===== src/hw/rtl/dcc_pkg.sv =====
// Shared constants and types of the distinct color counter.
`default_nettype none

package dcc_pkg;

    localparam int COLOR_W         = 8;
    localparam int KEY_W           = 24;
    localparam int CNT_W           = 17;
    localparam int CFG_IDX_W       = 1;
    localparam int CFG_DATA_W      = 24;
    localparam int ROW_BITS        = 32;
    localparam int BIT_W           = $clog2(ROW_BITS);
    localparam int QUEUE_DEPTH     = 2;
    localparam int WINDOW_BITS_DEF = 65536;

    localparam logic [CNT_W-1:0] CNT_MAX = '1;

    localparam logic CMD_CLEAR = 1'b0;
    localparam logic CMD_PIXEL = 1'b1;

    localparam logic [CFG_IDX_W-1:0] CFG_GRAY_MODE   = 1'd0;
    localparam logic [CFG_IDX_W-1:0] CFG_WINDOW_BASE = 1'd1;

    typedef struct packed {
        logic             gray_mode;
        logic [KEY_W-1:0] window_base;
    } t_cfg;

    typedef struct packed {
        logic             is_clear;
        logic             in_win;
        logic [KEY_W-1:0] offset;
    } t_work;

endpackage

`default_nettype wire


===== src/hw/rtl/dcc_ifs.sv =====
// Handshake interfaces of the pixel, result and configuration channels.
`default_nettype none

interface dcc_pix_if;
    logic                        valid;
    logic                        ready;
    logic                        cmd;
    logic [dcc_pkg::COLOR_W-1:0] red;
    logic [dcc_pkg::COLOR_W-1:0] green;
    logic [dcc_pkg::COLOR_W-1:0] blue;
    logic [dcc_pkg::COLOR_W-1:0] gray;

    modport source (output valid, cmd, red, green, blue, gray, input ready);
    modport sink (input valid, cmd, red, green, blue, gray, output ready);
endinterface


`default_nettype wire


===== src/hw/rtl/dcc_front.sv =====
// Front end: accepts pixel beats and classifies them against the key window.
`default_nettype none

module dcc_front #(
    parameter int WINDOW_BITS = dcc_pkg::WINDOW_BITS_DEF
) (
    input  wire dcc_pkg::t_cfg  i_cfg,
    dcc_pix_if.sink             i_pix,
    output logic                o_push_valid,
    input  wire logic           i_push_ready,
    output dcc_pkg::t_work      o_push_data
);

    localparam logic [dcc_pkg::KEY_W:0] WIN_LIMIT = (dcc_pkg::KEY_W + 1)'(WINDOW_BITS);

    logic [dcc_pkg::KEY_W-1:0] key;
    logic [dcc_pkg::KEY_W:0]   diff;

    always_comb begin
        if (i_cfg.gray_mode) begin
            key = dcc_pkg::KEY_W'(i_pix.gray);
        end else begin
            key = {i_pix.red, i_pix.green, i_pix.blue};
        end
        diff = {1'b0, key} - {1'b0, i_cfg.window_base};

        o_push_data.is_clear = (i_pix.cmd == dcc_pkg::CMD_CLEAR);
        o_push_data.offset   = diff[dcc_pkg::KEY_W-1:0];
        o_push_data.in_win   = !diff[dcc_pkg::KEY_W] &&
                               ({1'b0, diff[dcc_pkg::KEY_W-1:0]} < WIN_LIMIT);
    end

    assign o_push_valid = i_pix.valid;
    assign i_pix.ready  = i_push_ready;

endmodule

`default_nettype wire


===== src/flat_wrapper.sv =====
// flat-port wrapper written by rule: the top's interface ports become plain ports
module dcc_front_flat 
#(
    parameter int WINDOW_BITS = dcc_pkg::WINDOW_BITS_DEF
)
  (i_cfg, o_push_valid, i_push_ready, o_push_data, i_pix_valid, i_pix_cmd, i_pix_red, i_pix_green, i_pix_blue, i_pix_gray, i_pix_ready);
  dcc_pix_if i_pix_i ();
  input  wire dcc_pkg::t_cfg i_cfg;
  output logic o_push_valid;
  input  wire logic i_push_ready;
  output dcc_pkg::t_work o_push_data;
  input wire logic [$bits(i_pix_i.valid)-1:0] i_pix_valid;
  input wire logic [$bits(i_pix_i.cmd)-1:0] i_pix_cmd;
  input wire logic [$bits(i_pix_i.red)-1:0] i_pix_red;
  input wire logic [$bits(i_pix_i.green)-1:0] i_pix_green;
  input wire logic [$bits(i_pix_i.blue)-1:0] i_pix_blue;
  input wire logic [$bits(i_pix_i.gray)-1:0] i_pix_gray;
  output wire logic [$bits(i_pix_i.ready)-1:0] i_pix_ready;
  assign i_pix_i.valid = i_pix_valid;
  assign i_pix_i.cmd = i_pix_cmd;
  assign i_pix_i.red = i_pix_red;
  assign i_pix_i.green = i_pix_green;
  assign i_pix_i.blue = i_pix_blue;
  assign i_pix_i.gray = i_pix_gray;
  assign i_pix_ready = i_pix_i.ready;
  dcc_front #(.WINDOW_BITS(WINDOW_BITS)) u_core (.i_cfg(i_cfg), .i_pix(i_pix_i), .o_push_valid(o_push_valid), .i_push_ready(i_push_ready), .o_push_data(o_push_data));
endmodule

===== config.mk =====
export PLATFORM = sky130hd
export DESIGN_NAME = dcc_front_flat
export DESIGN_NICKNAME = d
export VERILOG_FILES = /design/src/hw/rtl/dcc_pkg.sv /design/src/hw/rtl/dcc_ifs.sv /design/src/hw/rtl/dcc_front.sv /design/src/flat_wrapper.sv
export SDC_FILE = /design/constraint.sdc
export NUM_CORES = 1
export LEC_CHECK = 0
export BUFFER_PORTS_ARGS = -buffer_cell sky130_fd_sc_hd__buf_2
export CORE_MARGIN = 3
export CORE_UTILIZATION = 30
export DETAILED_ROUTE_END_ITERATION = 10
export GPL_TIMING_DRIVEN = 0
export PLACE_DENSITY_LB_ADDON = 0.25
export SLEW_MARGIN = 20
export SYNTH_ARGS = -nofsm -noshare
export SYNTH_HDL_FRONTEND = slang
export SYNTH_SLANG_ARGS = --single-unit

===== constraint.sdc =====
create_clock -name vclk -period 4
set_clock_uncertainty 0.15 [all_clocks]
set_input_delay 0.2 -clock vclk [all_inputs]
set_output_delay 0.2 -clock vclk [all_outputs]
set_load 0.05 [all_outputs]

==> impl_metrics.py <==
metrics = {
    "outcome": {
        "status": "complete, no violations",
    },
    "layout": {
        "instances_no_fill": 399,
        "finalNetCount": 416,
        "area_growth_pct": 34.2,
        "flops_and_latches": 0,
        "regArea_um2": 0,
        "drive_above_1_share": 0.322,
        "n_antenna_cell": 0,
        "final_cell_area_mm2": 0.00217,
        "finish.utilization": 0.420,
        "nClkBuffers": 0,
        "fillCellCount": 570,
        "final_cell_mix": "buf_2 (84), inv_1 (32), nor2_1 (24), ha_1 (24), a21oi_1 (21)",
        "layout_commonest_cell": "buf_2",
    },
    "setup_path": {
        "cpPeakStageDelay_ns": 0.34,
        "cp-start-kind": "primary input",
        "critPathCaptureType": "output pin",
        "critical_path_class": "in -> out",
        "worst-endpoint-required_ns": 3.65,
        "worstPathMaxFanout": 10,
        "crit_family": "compound AO/OA/AOI/OAI gates",
        "endpoint": "o_push_data[24]",
        "path_cells": "clkbuf_2 -> buf_6 -> mux2_2 -> ha_1 -> and3_1 -> and3_2 -> o21ai_1 -> nand3_2 -> a31o_2 -> a2111oi_1 -> o2111ai_1 -> nor4_4 -> clkbuf_4",
        "path_depth": 13,
        "crit_buf_inv": 3,
        "crit_arrival_ns": 3.26,
        "cp-startpoint": "i_cfg[24]",
        "crit_slowest_cell": "mux2_2",
    },
    "hold_path": {
        "hp-class": "in -> out",
    },
    "power_and_ir_drop": {
        "p_comb_frac": 1.000,
        "total_power_mw": 0.535,
        "ir_drop_mv": 0.142,
        "clkPwrFrac": 0,
        "p_leak_nw": 1.20,
        "switchingPower_mw": 0.368,
        "switching_share": 0.688,
        "p_seq_frac": 0,
        "power_density_mw_per_mm2": 247,
        "internal-power_mw": 0.167,
    },
    "timing": {
        "hold_viol_final": 0,
        "maxSlewViolCount": 0,
        "tightest_slew_ns": 0.428,
        "rsz0062_at_grt": "no",
        "fin_crit_sh": 0.904,
        "period_needed_ns": 3.61,
        "final-setup-viol-count": 0,
        "relSlewSlack": 0.712,
        "hold_ws_ns": 0.545,
        "fmax_mhz": 277,
    },
    "detailed_routing": {
        "drc_errors": 0,
        "routedWlPerCell_um": 11.4,
        "vias": 1898,
        "first_iter_violations": 42,
        "firstDrtPassIters": 4,
        "drt-vias-per-instance": 4.76,
        "routed_wl_um": 4560,
        "drtAntennaViolNets": 0,
    },
    "global_routing": {
        "grt_usage": 0.136,
        "use_met3": 0.00790,
        "grt_use_met2": 0.249,
        "grt_pass1_wl_um": 7350,
        "grt_remaining_overflow": 0,
        "grt_use_met1": 0.186,
        "grt_pass1_vias": 1745,
        "grt_max_degree": 11,
        "grt.busiest_layer": "met2",
        "grt_antenna_before_repair": 0,
    },
    "yosys": {
        "yosysSeqAreaShare": 0,
        "synth_top_area_cell": "ha_1",
        "synth_cells": 244,
        "synth.distinct_cells": 45,
        "synthTopCellsByArea": "ha_1 (19%), inv_1 (7.4%), xnor2_1 (7.0%)",
        "syn_avg_cell_area_um2": 6.63,
        "syn_nets": 329,
        "synth.top_cell.area_share": 0.186,
        "ys_warn_count": 0,
        "syn_area_mm2": 0.00162,
    },
    "floorplanning": {
        "initial_core_util": 0.313,
        "die_height_um": 79.4,
        "die-area_mm2": 0.00631,
        "ioPinCount": 88,
        "core_mm2": 0.00517,
        "die_w_um": 79.4,
        "row_count": 26,
    },
    "placement": {
        "dpl_cell_area_mm2": 0.00214,
        "place_inst": 399,
        "gp_congestion": 0.852,
        "dp_hpwl_um": 3990,
        "portBuffers": 85,
    },
    "job": {
        "maxCapViolations": 0,
    },
    "clocking": {
        "post_cts_buffers": 0,
    },
}
==> metrics by stage <==
stage / TNS, ns / setup slack, ns
2_1_floorplan: 0 / 0.00667
3_3_place_gp: -0.183 / -0.154
3_5_place_dp: -0.278 / -0.213
4_1_cts: 0 / 0.000524
5_1_grt: 0 / 0.0958
6_report: 0 / 0.385
==> what timing repair did <==
item	in CTS	in global routing
cloned	0	0
endpoints found under the setup margin	2	2
resized for setup	2	13
hold buffers	0	0
==> synthesized netlist by cell type, types with 2 or more instances <==
cell / count
nand2b_1: 4
o31a_1: 2
a211oi_1: 4
o21ai_0: 10
nor2b_1: 18
mux2i_1: 2
a31oi_1: 2
nand3_1: 9
and3_1: 2
xnor2_1: 13
o211ai_1: 2
a21o_1: 11
inv_1: 32
a21oi_1: 21
nor2_1: 24
o2111ai_1: 2
nor3_1: 4
o21bai_1: 5
and2_1: 3
ha_1: 24
nand2_1: 13
xor2_1: 4
o21a_1: 2
buf_4: 2
clkbuf_1: 4
mux2_2: 6
==> final cells by class <==
| class | count | area (um^2) | area share |
|---|---|---|---|
| Multi-Input combinational cell | 206 | 1490 | 0.688 |
| Timing Repair Buffer | 85 | 428 | 0.197 |
| Inverter | 32 | 120 | 0.0553 |
| Tap cell | 70 | 87.6 | 0.0403 |
| Buffer | 6 | 42.5 | 0.0196 |
==> power by group through the flow <==
stage               Combinational (mW)  Sequential (mW)  Clock [mW]
CTS                              0.536                0           0
finish                           0.535                0           0
floorplan                        0.413                0           0
global route                     0.578                0           0
global placement                 0.530                0           0
detailed placement               0.534                0           0
==> worst min path at each step <==
stage	startpoint	end	slack [ns]	depth (start not counted)
floorplan	i_push_ready	i_pix_ready	0.42	1
global placement	i_pix_cmd	o_push_data[25]	0.54	3
detailed placement	i_pix_cmd	o_push_data[25]	0.55	3
CTS	i_pix_cmd	o_push_data[25]	0.55	3
global route	i_push_ready	i_pix_ready	0.55	2
finish	i_pix_cmd	o_push_data[25]	0.55	3
==> layer usage <==
layer  up-vias  part of all wire
met3         0             0.048
met2        48              0.47
met5         -                 0
li1       1023                 -
met4         0                 0
met1       827              0.48
==> cells by family after synthesis <==
group | share of synthesized area
xor+xnor | 0.0920
fa+ha+maj | 0.198
simple gates | 0.271
mux | 0.0541
buf+inv | 0.0928
compound gates | 0.292
(Power assumes the default switching activity.)
