===== src/hw/rtl/dcc_pkg.sv =====
// Shared constants and types of the distinct color counter.
`default_nettype none

package dcc_pkg;

    localparam int COLOR_W         = 8;
    localparam int KEY_W           = 24;
    localparam int CNT_W           = 17;
    localparam int CFG_IDX_W       = 1;
    localparam int CFG_DATA_W      = 24;
    localparam int ROW_BITS        = 32;
    localparam int BIT_W           = $clog2(ROW_BITS);
    localparam int QUEUE_DEPTH     = 2;
    localparam int WINDOW_BITS_DEF = 65536;

    localparam logic [CNT_W-1:0] CNT_MAX = '1;

    localparam logic CMD_CLEAR = 1'b0;
    localparam logic CMD_PIXEL = 1'b1;

    localparam logic [CFG_IDX_W-1:0] CFG_GRAY_MODE   = 1'd0;
    localparam logic [CFG_IDX_W-1:0] CFG_WINDOW_BASE = 1'd1;

    typedef struct packed {
        logic             gray_mode;
        logic [KEY_W-1:0] window_base;
    } t_cfg;

    typedef struct packed {
        logic             is_clear;
        logic             in_win;
        logic [KEY_W-1:0] offset;
    } t_work;

endpackage

`default_nettype wire


===== src/hw/rtl/dcc_queue.sv =====
// Short queue of classified work between the front and back ends.
`default_nettype none

module dcc_queue (
    input  wire logic           i_clk,
    input  wire logic           i_rst_n,
    input  wire logic           i_push_valid,
    output logic                o_push_ready,
    input  wire dcc_pkg::t_work i_push_data,
    output logic                o_pop_valid,
    input  wire logic           i_pop_ready,
    output dcc_pkg::t_work      o_pop_data
);

    localparam int DEPTH = dcc_pkg::QUEUE_DEPTH;
    localparam int PTR_W = (DEPTH > 1) ? $clog2(DEPTH) : 1;
    localparam int CNT_W = $clog2(DEPTH + 1);

    dcc_pkg::t_work   r_mem [DEPTH];
    logic [PTR_W-1:0] r_wr_ptr;
    logic [PTR_W-1:0] r_rd_ptr;
    logic [CNT_W-1:0] r_count;
    logic             push;
    logic             pop;

    assign o_push_ready = (r_count != CNT_W'(DEPTH));
    assign o_pop_valid  = (r_count != '0);
    assign o_pop_data   = r_mem[r_rd_ptr];
    assign push         = i_push_valid && o_push_ready;
    assign pop          = o_pop_valid && i_pop_ready;

    always_ff @(posedge i_clk) begin
        if (!i_rst_n) begin
            r_wr_ptr <= '0;
            r_rd_ptr <= '0;
            r_count  <= '0;
        end else begin
            if (push) begin
                r_wr_ptr <= (r_wr_ptr == PTR_W'(DEPTH - 1)) ? '0 : r_wr_ptr + 1'b1;
            end
            if (pop) begin
                r_rd_ptr <= (r_rd_ptr == PTR_W'(DEPTH - 1)) ? '0 : r_rd_ptr + 1'b1;
            end
            if (push && !pop) begin
                r_count <= r_count + 1'b1;
            end else if (pop && !push) begin
                r_count <= r_count - 1'b1;
            end
        end
    end

    always_ff @(posedge i_clk) begin
        if (push) begin
            r_mem[r_wr_ptr] <= i_push_data;
        end
    end

endmodule

`default_nettype wire


===== config.mk =====
export PLATFORM = sky130hd
export DESIGN_NAME = dcc_queue
export DESIGN_NICKNAME = d
export VERILOG_FILES = /design/src/hw/rtl/dcc_pkg.sv /design/src/hw/rtl/dcc_queue.sv
export SDC_FILE = /design/constraint.sdc
export NUM_CORES = 1
export LEC_CHECK = 0
export BUFFER_PORTS_ARGS = -buffer_cell sky130_fd_sc_hd__buf_2
export CAP_MARGIN = 20
export CORE_MARGIN = 2
export CORE_UTILIZATION = 50
export CTS_CLUSTER_SIZE = 8
export DETAILED_ROUTE_END_ITERATION = 12
export PLACE_DENSITY = 0.89
export SLEW_MARGIN = 20
export SYNTH_ARGS = -nofsm -noshare
export SYNTH_HDL_FRONTEND = slang
export SYNTH_SLANG_ARGS = --single-unit

===== constraint.sdc =====
create_clock -name i_clk -period 2.88 [get_ports i_clk]
set_clock_uncertainty 0.2 [all_clocks]
set_input_delay 0.288 -clock i_clk [delete_from_list [all_inputs] [get_ports i_clk]]
set_output_delay 0.288 -clock i_clk [all_outputs]
set_load 0.005 [all_outputs]

==> impl_results.md, run 1 <==
* Outcome: finished clean
* Largest net degree at the start of global routing at 27
* Final Non-Filler Cells at 254
* Required time of the critical path at 2390 ps
* Fin nets at 230
* Yosys top cell area share at 73.9%
* Share of layout cells above drive strength 1 at 49.5%
* GPL Wtd Cong at 0.652
* Die ar. at 4760 sq um
* Largest area contributor in the netlist: edfxtp_1
* Clock network power share at 29.2%
* # setup viols final at 0
* Hold Vio Cnt, Final at 0
* Synth warn at 0
* TritonCTS Buffers at 9
* Dominant cell by count in the synthesized netlist: edfxtp_1
* Setup TNS Final at 0 ps
* Mapped cell area at 2110 sq um
* Pint at 0.00175 W
* Cell family with the largest share of critical-path delay: flip-flops
* CP arrival at 1730 ps
* Static leakage at 1.13 nW
* DR vias at 1217
* WP buf/inv at 2
* Critical path class: register to output pin
* Maximum vdd drop at 0.562 mV
* CP Capture Type: output pin
* I/O pin cnt at 58
* TritonCTS clock tree: built
* Post-Synth Adder-Cell Area at 0.592%
* RSZ-0062 raised after global routing: no
* Syn Area/Cell at 20.1 sq um
* Clk root buf: clkbuf_8
* Setup bufs post-CTS at 0
* Initial Util at 52.4%
* Max-Cap Viols at 0
* Core ar. at 4030 sq um
* Worst path slowest cell: dfxtp_1
* Sequential share of power at 47.2%
* FP Rows at 23
* Net Sw Frac at 25.1%
* Slowest Stage Delay on Critical Path at 580 ps
* # clock sinks at 57
* Vias per cell at 4.79
* Post-Synth Simple-Gate Area at 3.08%
* P&R area growth vs syn at 37.6%
* Drt wl/cell at 15.6 um
* Vias in the first global route at 1289
* Post-DP HPWL at 2.50 mm
* Max FO, Critical Path at 17
* Post-synthesis sequential area ratio at 78.7%
* Antenna Cells at 0
* Die width at 69.0 um
* CP Cell Sequence: buf_4 -> mux2_2 -> buf_2
* # H-tree levels at 3
* Hold path depth at 2
* Hold WC Path Type: primary input to register
* R2r startpoint: r_count[0]
* Total Wirelength at 3.97 mm
* Switch Pwr at 0.000585 W
* Post-synthesis mux area share at 13.9%
* Port buffer count at 57
* DRT iter0 DRCs at 105
* Async S/R FF share, synth at 0%
* Worst-Margin Slew at 429 ps
* Commonest cells post-synth: edfxtp_1 (52), mux2_2 (26), dfxtp_1 (5)
* Hold Path Origin: i_rst_n
* Largest family of logic cells by synthesized area: multiplexers
* Fillers at 272
* Grt total ovfl at 0
* Crit path launch type: register
* Initial antenna violation count at 0
* Die Span Y at 69.0 um
* Main flop type after synthesis: edfxtp_1
* DRC errors left at 0
* Synth Instances at 105
* Post-route ant nets at 0
* Post-synth EDFFs at 52
* DR pass1 iterations at 4
* Global Route Usage Sum at 17.8%
* Post-synthesis compound-gate area fraction at 1.66%
* Mapped Nets at 136
* Fin. max-slew vios at 0
* Comb pwr share at 23.6%
* Post-layout util at 72.1%
* FF-to-FF path depth at 5
* Synth Area in XOR/XNOR at 1.24%
* Power Dens Cells at 802 nW/um^2
* Clock Latency Late Sink at 320 ps
* Worst-path clk slew at 60 ps
* PostCTS Resize Cnt at 0
* Synth unique cells at 19
* Placed cell count at 212
* Final Cycle Share at 76.9%
* Minimum clock period at 2210 ps
* Slew Limit Headroom at 71.3%
* Bufs on Longest Clock Path at 2
* Synth top area cells: edfxtp_1 (74%), mux2_2 (14%), dfxtp_1 (4.7%)
* Crit path depth at 3
* Fmax at 0.452 GHz
* Global-route wire length before repair at 5.64 mm
* Flops & latches, synth at 57
[path summary, 6_finish.rpt]
path	endpoint	slack (ps)
max	o_pop_data[21]	670
max reg2reg	r_count[1]	1080
min	r_rd_ptr	30
min reg2reg	r_count[1]	390
[worst register-to-register path, stage by stage, from the launching register on]
cell and delay [ps]:
dfxtp_1 360, nand2b_4 180, and2_1 160, ha_1 330, or3_1 360, a21boi_1 140
[cells by family (layout without fill, tap and decap cells)]
group,count (synthesis),after routing
AOI/OAI and AO/OA,5,5
xor gates and xnor gates,3,3
adders and majority gates,1,1
buffers and inverters,4,103
DFF,57,57
muxes,26,26
and+or+nand+nor,9,9
[stage by stage]
stage | power, W | setup WS, ps | instance area (sq um) | hold WS, ps
2_1_floorplan | 0.00143 | 1040 | 2110 | 187
3_3_place_gp | 0.00161 | 1050 | 2470 | 277
3_5_place_dp | 0.00164 | 997 | 2470 | 280
4_1_cts | 0.00234 | 640 | 2910 | 21.0
5_1_grt | 0.00245 | 544 | 2910 | 29.4
6_report | 0.00233 | 666 | 2910 | 30.9
[repair_timing]
action	in CTS	in global routing
endpoints found under the setup margin	0	0
hold buffers	26	0
hold endpoints to repair	52	0
[placed cells by master, fill, tap and decap left out, drive strengths merged]
master	instances
buf	60
edfxtp	52
mux2	26
dlygate4sd3	26
clkbuf	12
dfxtp	5
and2	4
clkinv	3
xnor2	2
o21ai	2
a21boi	2
nand2b	1
or2	1
and3	1
nand3b	1
inv	1
a21bo	1
xor2	1
or3	1
ha	1
bufinv	1
[power groups by stage]
stage	clock network (W)	registers [W]	logic, W
2_1_floorplan	0	0.00109	0.000342
4_1_cts	0.000683	0.00110	0.000558
5_1_grt	0.000731	0.00111	0.000604
3_3_place_gp	0	0.00110	0.000505
6_report	0.000681	0.00110	0.000549
3_5_place_dp	0	0.00112	0.000527
[cell type report]
class                   instances  area (sq um)  area share (%)
flip-flops and latches         57          1660            57.2
clock buffers                  12           135            4.65
clock inverters                 4          43.8            1.51
repair buffers                 86           568            19.5
well taps                      50          62.6            2.15
multi-input cells              44           432            14.9
inverters                       1          3.75           0.129
[registers in the layout (all words and copies together), names as in the netlist, named ones only]
name	cells
r_mem	52
r_wr_ptr	1
r_count	2
r_rd_ptr	1
[metal layers]
metal  wire (um)  vias up  GRT usage [%]
met5           0        -              0
met4          23        0           8.82
met3         195        3           5.84
met2        2180       46           32.9
met1        1580      577           17.8
li1            -      591              -
Note: power is estimated with default switching activity, not from simulation.
==> run 2, diff against run 1 <==
--- a/config.mk
+++ b/config.mk
@@ -8,10 +8,10 @@
 export BUFFER_PORTS_ARGS = -buffer_cell sky130_fd_sc_hd__buf_2
 export CAP_MARGIN = 20
 export CORE_MARGIN = 2
-export CORE_UTILIZATION = 50
+export CORE_UTILIZATION = 46
 export CTS_CLUSTER_SIZE = 8
 export DETAILED_ROUTE_END_ITERATION = 12
-export PLACE_DENSITY = 0.89
+export PLACE_DENSITY = 0.86
 export SLEW_MARGIN = 20
 export SYNTH_ARGS = -nofsm -noshare
 export SYNTH_HDL_FRONTEND = slang
==> constraint.sdc (replaced) <==
create_clock -name i_clk -period 1.91 [get_ports i_clk]
set_clock_uncertainty 0.2 [all_clocks]
set_input_delay 0.191 -clock i_clk [delete_from_list [all_inputs] [get_ports i_clk]]
set_output_delay 0.191 -clock i_clk [all_outputs]
set_load 0.005 [all_outputs]
==> run 2 against run 1 <==
  * Non-clock buffer count is 5 higher
  * Utilization is 4.9 points lower
  * Via count rose by 2.2%
  * Critical path depth up 2
  * Sequential power rose by 49%
  * Final cell count rose by 2.4%
  * Wire length up 6.8%
  * Power rose by 52%
  * Design area grew 1.5%
  * Register-to-register slack worse by 1000 ps
  * Clock-buffer cell count is 2 lower
  * Global-route usage increased by 0.38 points
==> impl_results.md, run 2 (synthesis results as in run 1) <==
* Drt wl/cell at 16.3 um (was 15.6 um)
* Core ar. at 4380 sq um (was 4030 sq um)
* Clk root buf: clkbuf_8 (unchanged)
* Post-layout util at 67.3% (was 72.1%)
* TritonCTS Buffers at 9 (unchanged)
* Fin nets at 235 (was 230)
* Die width at 71.8 um (was 69.0 um)
* Setup bufs post-CTS at 0 (unchanged)
* Vias in the first global route at 1405 (was 1289)
* Gr busiest metal: met2 (unchanged)
* Global Route met2 Usage at 31.9% (was 32.9%)
* Comb pwr share at 25.2% (was 23.6%)
* Hold WC Path Type: primary input to register (unchanged)
* CP Capture Type: register (was output pin)
* TritonCTS clock tree: built (unchanged)
* DR vias at 1244 (was 1217)
* Clock network power share at 28.6% (was 29.2%)
* Slew Limit Headroom at 82.8% (was 71.3%)
* Global-route wire length before repair at 6.71 mm (was 5.64 mm)
* Power Dens Cells at 1200 nW/um^2 (was 802 nW/um^2)
* Crit path launch type: register (unchanged)
* DRT iter0 DRCs at 82 (was 105)
* Worst-Margin Slew at 256 ps (was 429 ps)
* Largest net degree at the start of global routing at 14 (was 27)
* Initial antenna violation count at 0 (unchanged)
* Largest register FFs at 52 (unchanged)
* Final Cycle Share at 95.9%
* Maximum vdd drop at 0.526 mV (was 0.562 mV)
* Pint at 0.00264 W (was 0.00175 W)
* Share of layout cells above drive strength 1 at 50.5% (was 49.5%)
* Dpl ws at 61.8 ps (was 997 ps)
* CP arrival at 1880 ps (was 1730 ps)
* P&R area growth vs syn at 39.6% (was 37.6%)
* Largest registers: r_mem: 52 flops, r_count: 2 flops (unchanged)
* Hold Vio Cnt, Final at 0 (unchanged)
* Grt total ovfl at 0 (unchanged)
* RSZ-0062 raised after global routing: no (unchanged)
* Fmax at 0.546 GHz
* Bufs on Longest Clock Path at 2 (unchanged)
* Post-route ant nets at 0 (unchanged)
* DR pass1 iterations at 4 (unchanged)
* Most common cell after layout, fill and taps aside: buf_2 (unchanged)
* Outcome: finished clean (unchanged)
* Sequential share of power at 46.2% (was 47.2%)
* # H-tree levels at 3 (unchanged)
* GPL Wtd Cong at 0.730 (was 0.652)
* Total Wirelength at 4.24 mm (was 3.97 mm)
* Fin. max-slew vios at 0 (unchanged)
* Minimum clock period at 1830 ps
* GRT met3 Usage at 6.33% (was 5.84%)
* # setup viols final at 0 (unchanged)
* Switch Pwr at 0.000906 W (was 0.000585 W)
* Required time of the critical path at 1960 ps (was 2390 ps)
* FP Rows at 24 (was 23)
* Initial Util at 48.2% (was 52.4%)
* Most frequent cells in the layout: buf_2 (57), edfxtp_1 (52), dlygate4sd3_1 (28) (was buf_2 (57), edfxtp_1 (52), mux2_2 (26), dlygate4sd3_1 (26), clkbuf_8 (9))
* Critical path class: register to register (was register to output pin)
* Die ar. at 5150 sq um (was 4760 sq um)
* Antenna Cells at 0 (unchanged)
* Net Sw Frac at 25.5% (was 25.1%)
* DRC errors left at 0 (unchanged)
* I/O pin cnt at 58 (unchanged)
* Port buffer count at 57 (unchanged)
* Global Route Usage Sum at 18.2% (was 17.8%)
* Vias per cell at 4.78 (was 4.79)
* Static leakage at 1.15 nW (was 1.13 nW)
* Post-DP HPWL at 2.76 mm (was 2.50 mm)
* Die Span Y at 71.8 um (was 69.0 um)
* Max-Cap Viols at 0 (unchanged)
* Worst-path clk slew at 60 ps (about the same)
* Largest Register: r_mem (unchanged)
* Setup ws final at 79.0 ps (was 666 ps)
* Clock Latency Late Sink at 320 ps (about the same)
* Setup TNS Final at 0 ps (unchanged)
* M1 GR Usage at 19.1% (was 17.8%)
* Max FO, Critical Path at 5 (was 17)
* # clock sinks at 57 (unchanged)
## run 2: cell count changes in the layout (fill, tap and decap cells not counted)
cell | previous run | this run
buf_4 | 3 | 6
clkbuf_1 | 3 | 1
dfxtp_1 | 5 | 4
dfxtp_2 | 0 | 1
clkinv_1 | 1 | 2
dlygate4sd3_1 | 26 | 28
## run 2: path summary, 6_finish.rpt
kind	startpoint	slack [ps]	to	cells past startpoint
max	r_count[0]	80	r_count[1]	5
min	i_pop_ready	170	r_rd_ptr	4
max reg2reg	r_count[0]	80	r_count[1]	5
min reg2reg	r_count[1]	370	r_count[1]	2
## run 2: worst max-delay path: stages, from the launching register on
cell	delay, ps
dfxtp_2	350
nand2b_4	160
and2_1	180
ha_1	340
or3_1	360
a21boi_1	170
## run 2: power by group through the flow
stage / Sequential, W / Clock [W] / Combinational (W)
final: 0.00164 / 0.00102 / 0.000894
after global routing: 0.00166 / 0.00109 / 0.000976
after CTS: 0.00164 / 0.00105 / 0.000902
after detailed placement: 0.00166 / 0 / 0.000853
after global placement: 0.00164 / 0 / 0.000813
after floorplan: 0.00164 / 0 / 0.000515
## run 2: area by class of cell
| class | count | area (sq um) |
|---|---|---|
| Sequential cell | 57 | 1660 |
| Tap cell | 52 | 65.1 |
| Timing Repair Buffer | 91 | 611 |
| Multi-Input combinational cell | 44 | 432 |
| Clock inverter | 5 | 47.5 |
| Inverter | 1 | 3.75 |
| Fill cell | 302 | 1440 |
| Clock buffer | 10 | 128 |
## run 2: metal layers
metal | up-vias | wire [um]
li1 | 603 | -
met4 | 0 | 51
met1 | 589 | 1670
met3 | 4 | 261
met5 | - | 0
met2 | 48 | 2260
## run 2: repair_timing
| item | CTS | global route |
|---|---|---|
| hold buffers | 28 | 0 |
| gates resized for setup | 0 | 1 |
| endpoints found under the hold margin | 57 | 0 |
| endpoints found under the setup margin | 0 | 1 |
## run 2: per-stage QoR
| stage | power (W) | area [sq um] | hold WS, ps | std cells |
|---|---|---|---|---|
| after CTS | 0.00359 | 2950 | 159 | 260 |
| after global routing | 0.00373 | 2950 | 187 | 260 |
| after floorplan | 0.00215 | 2110 | 89.9 | 105 |
| after detailed placement | 0.00252 | 2490 | 184 | 217 |
| after global placement | 0.00245 | 2490 | 180 | 217 |
| final | 0.00355 | 2950 | 171 | 260 |
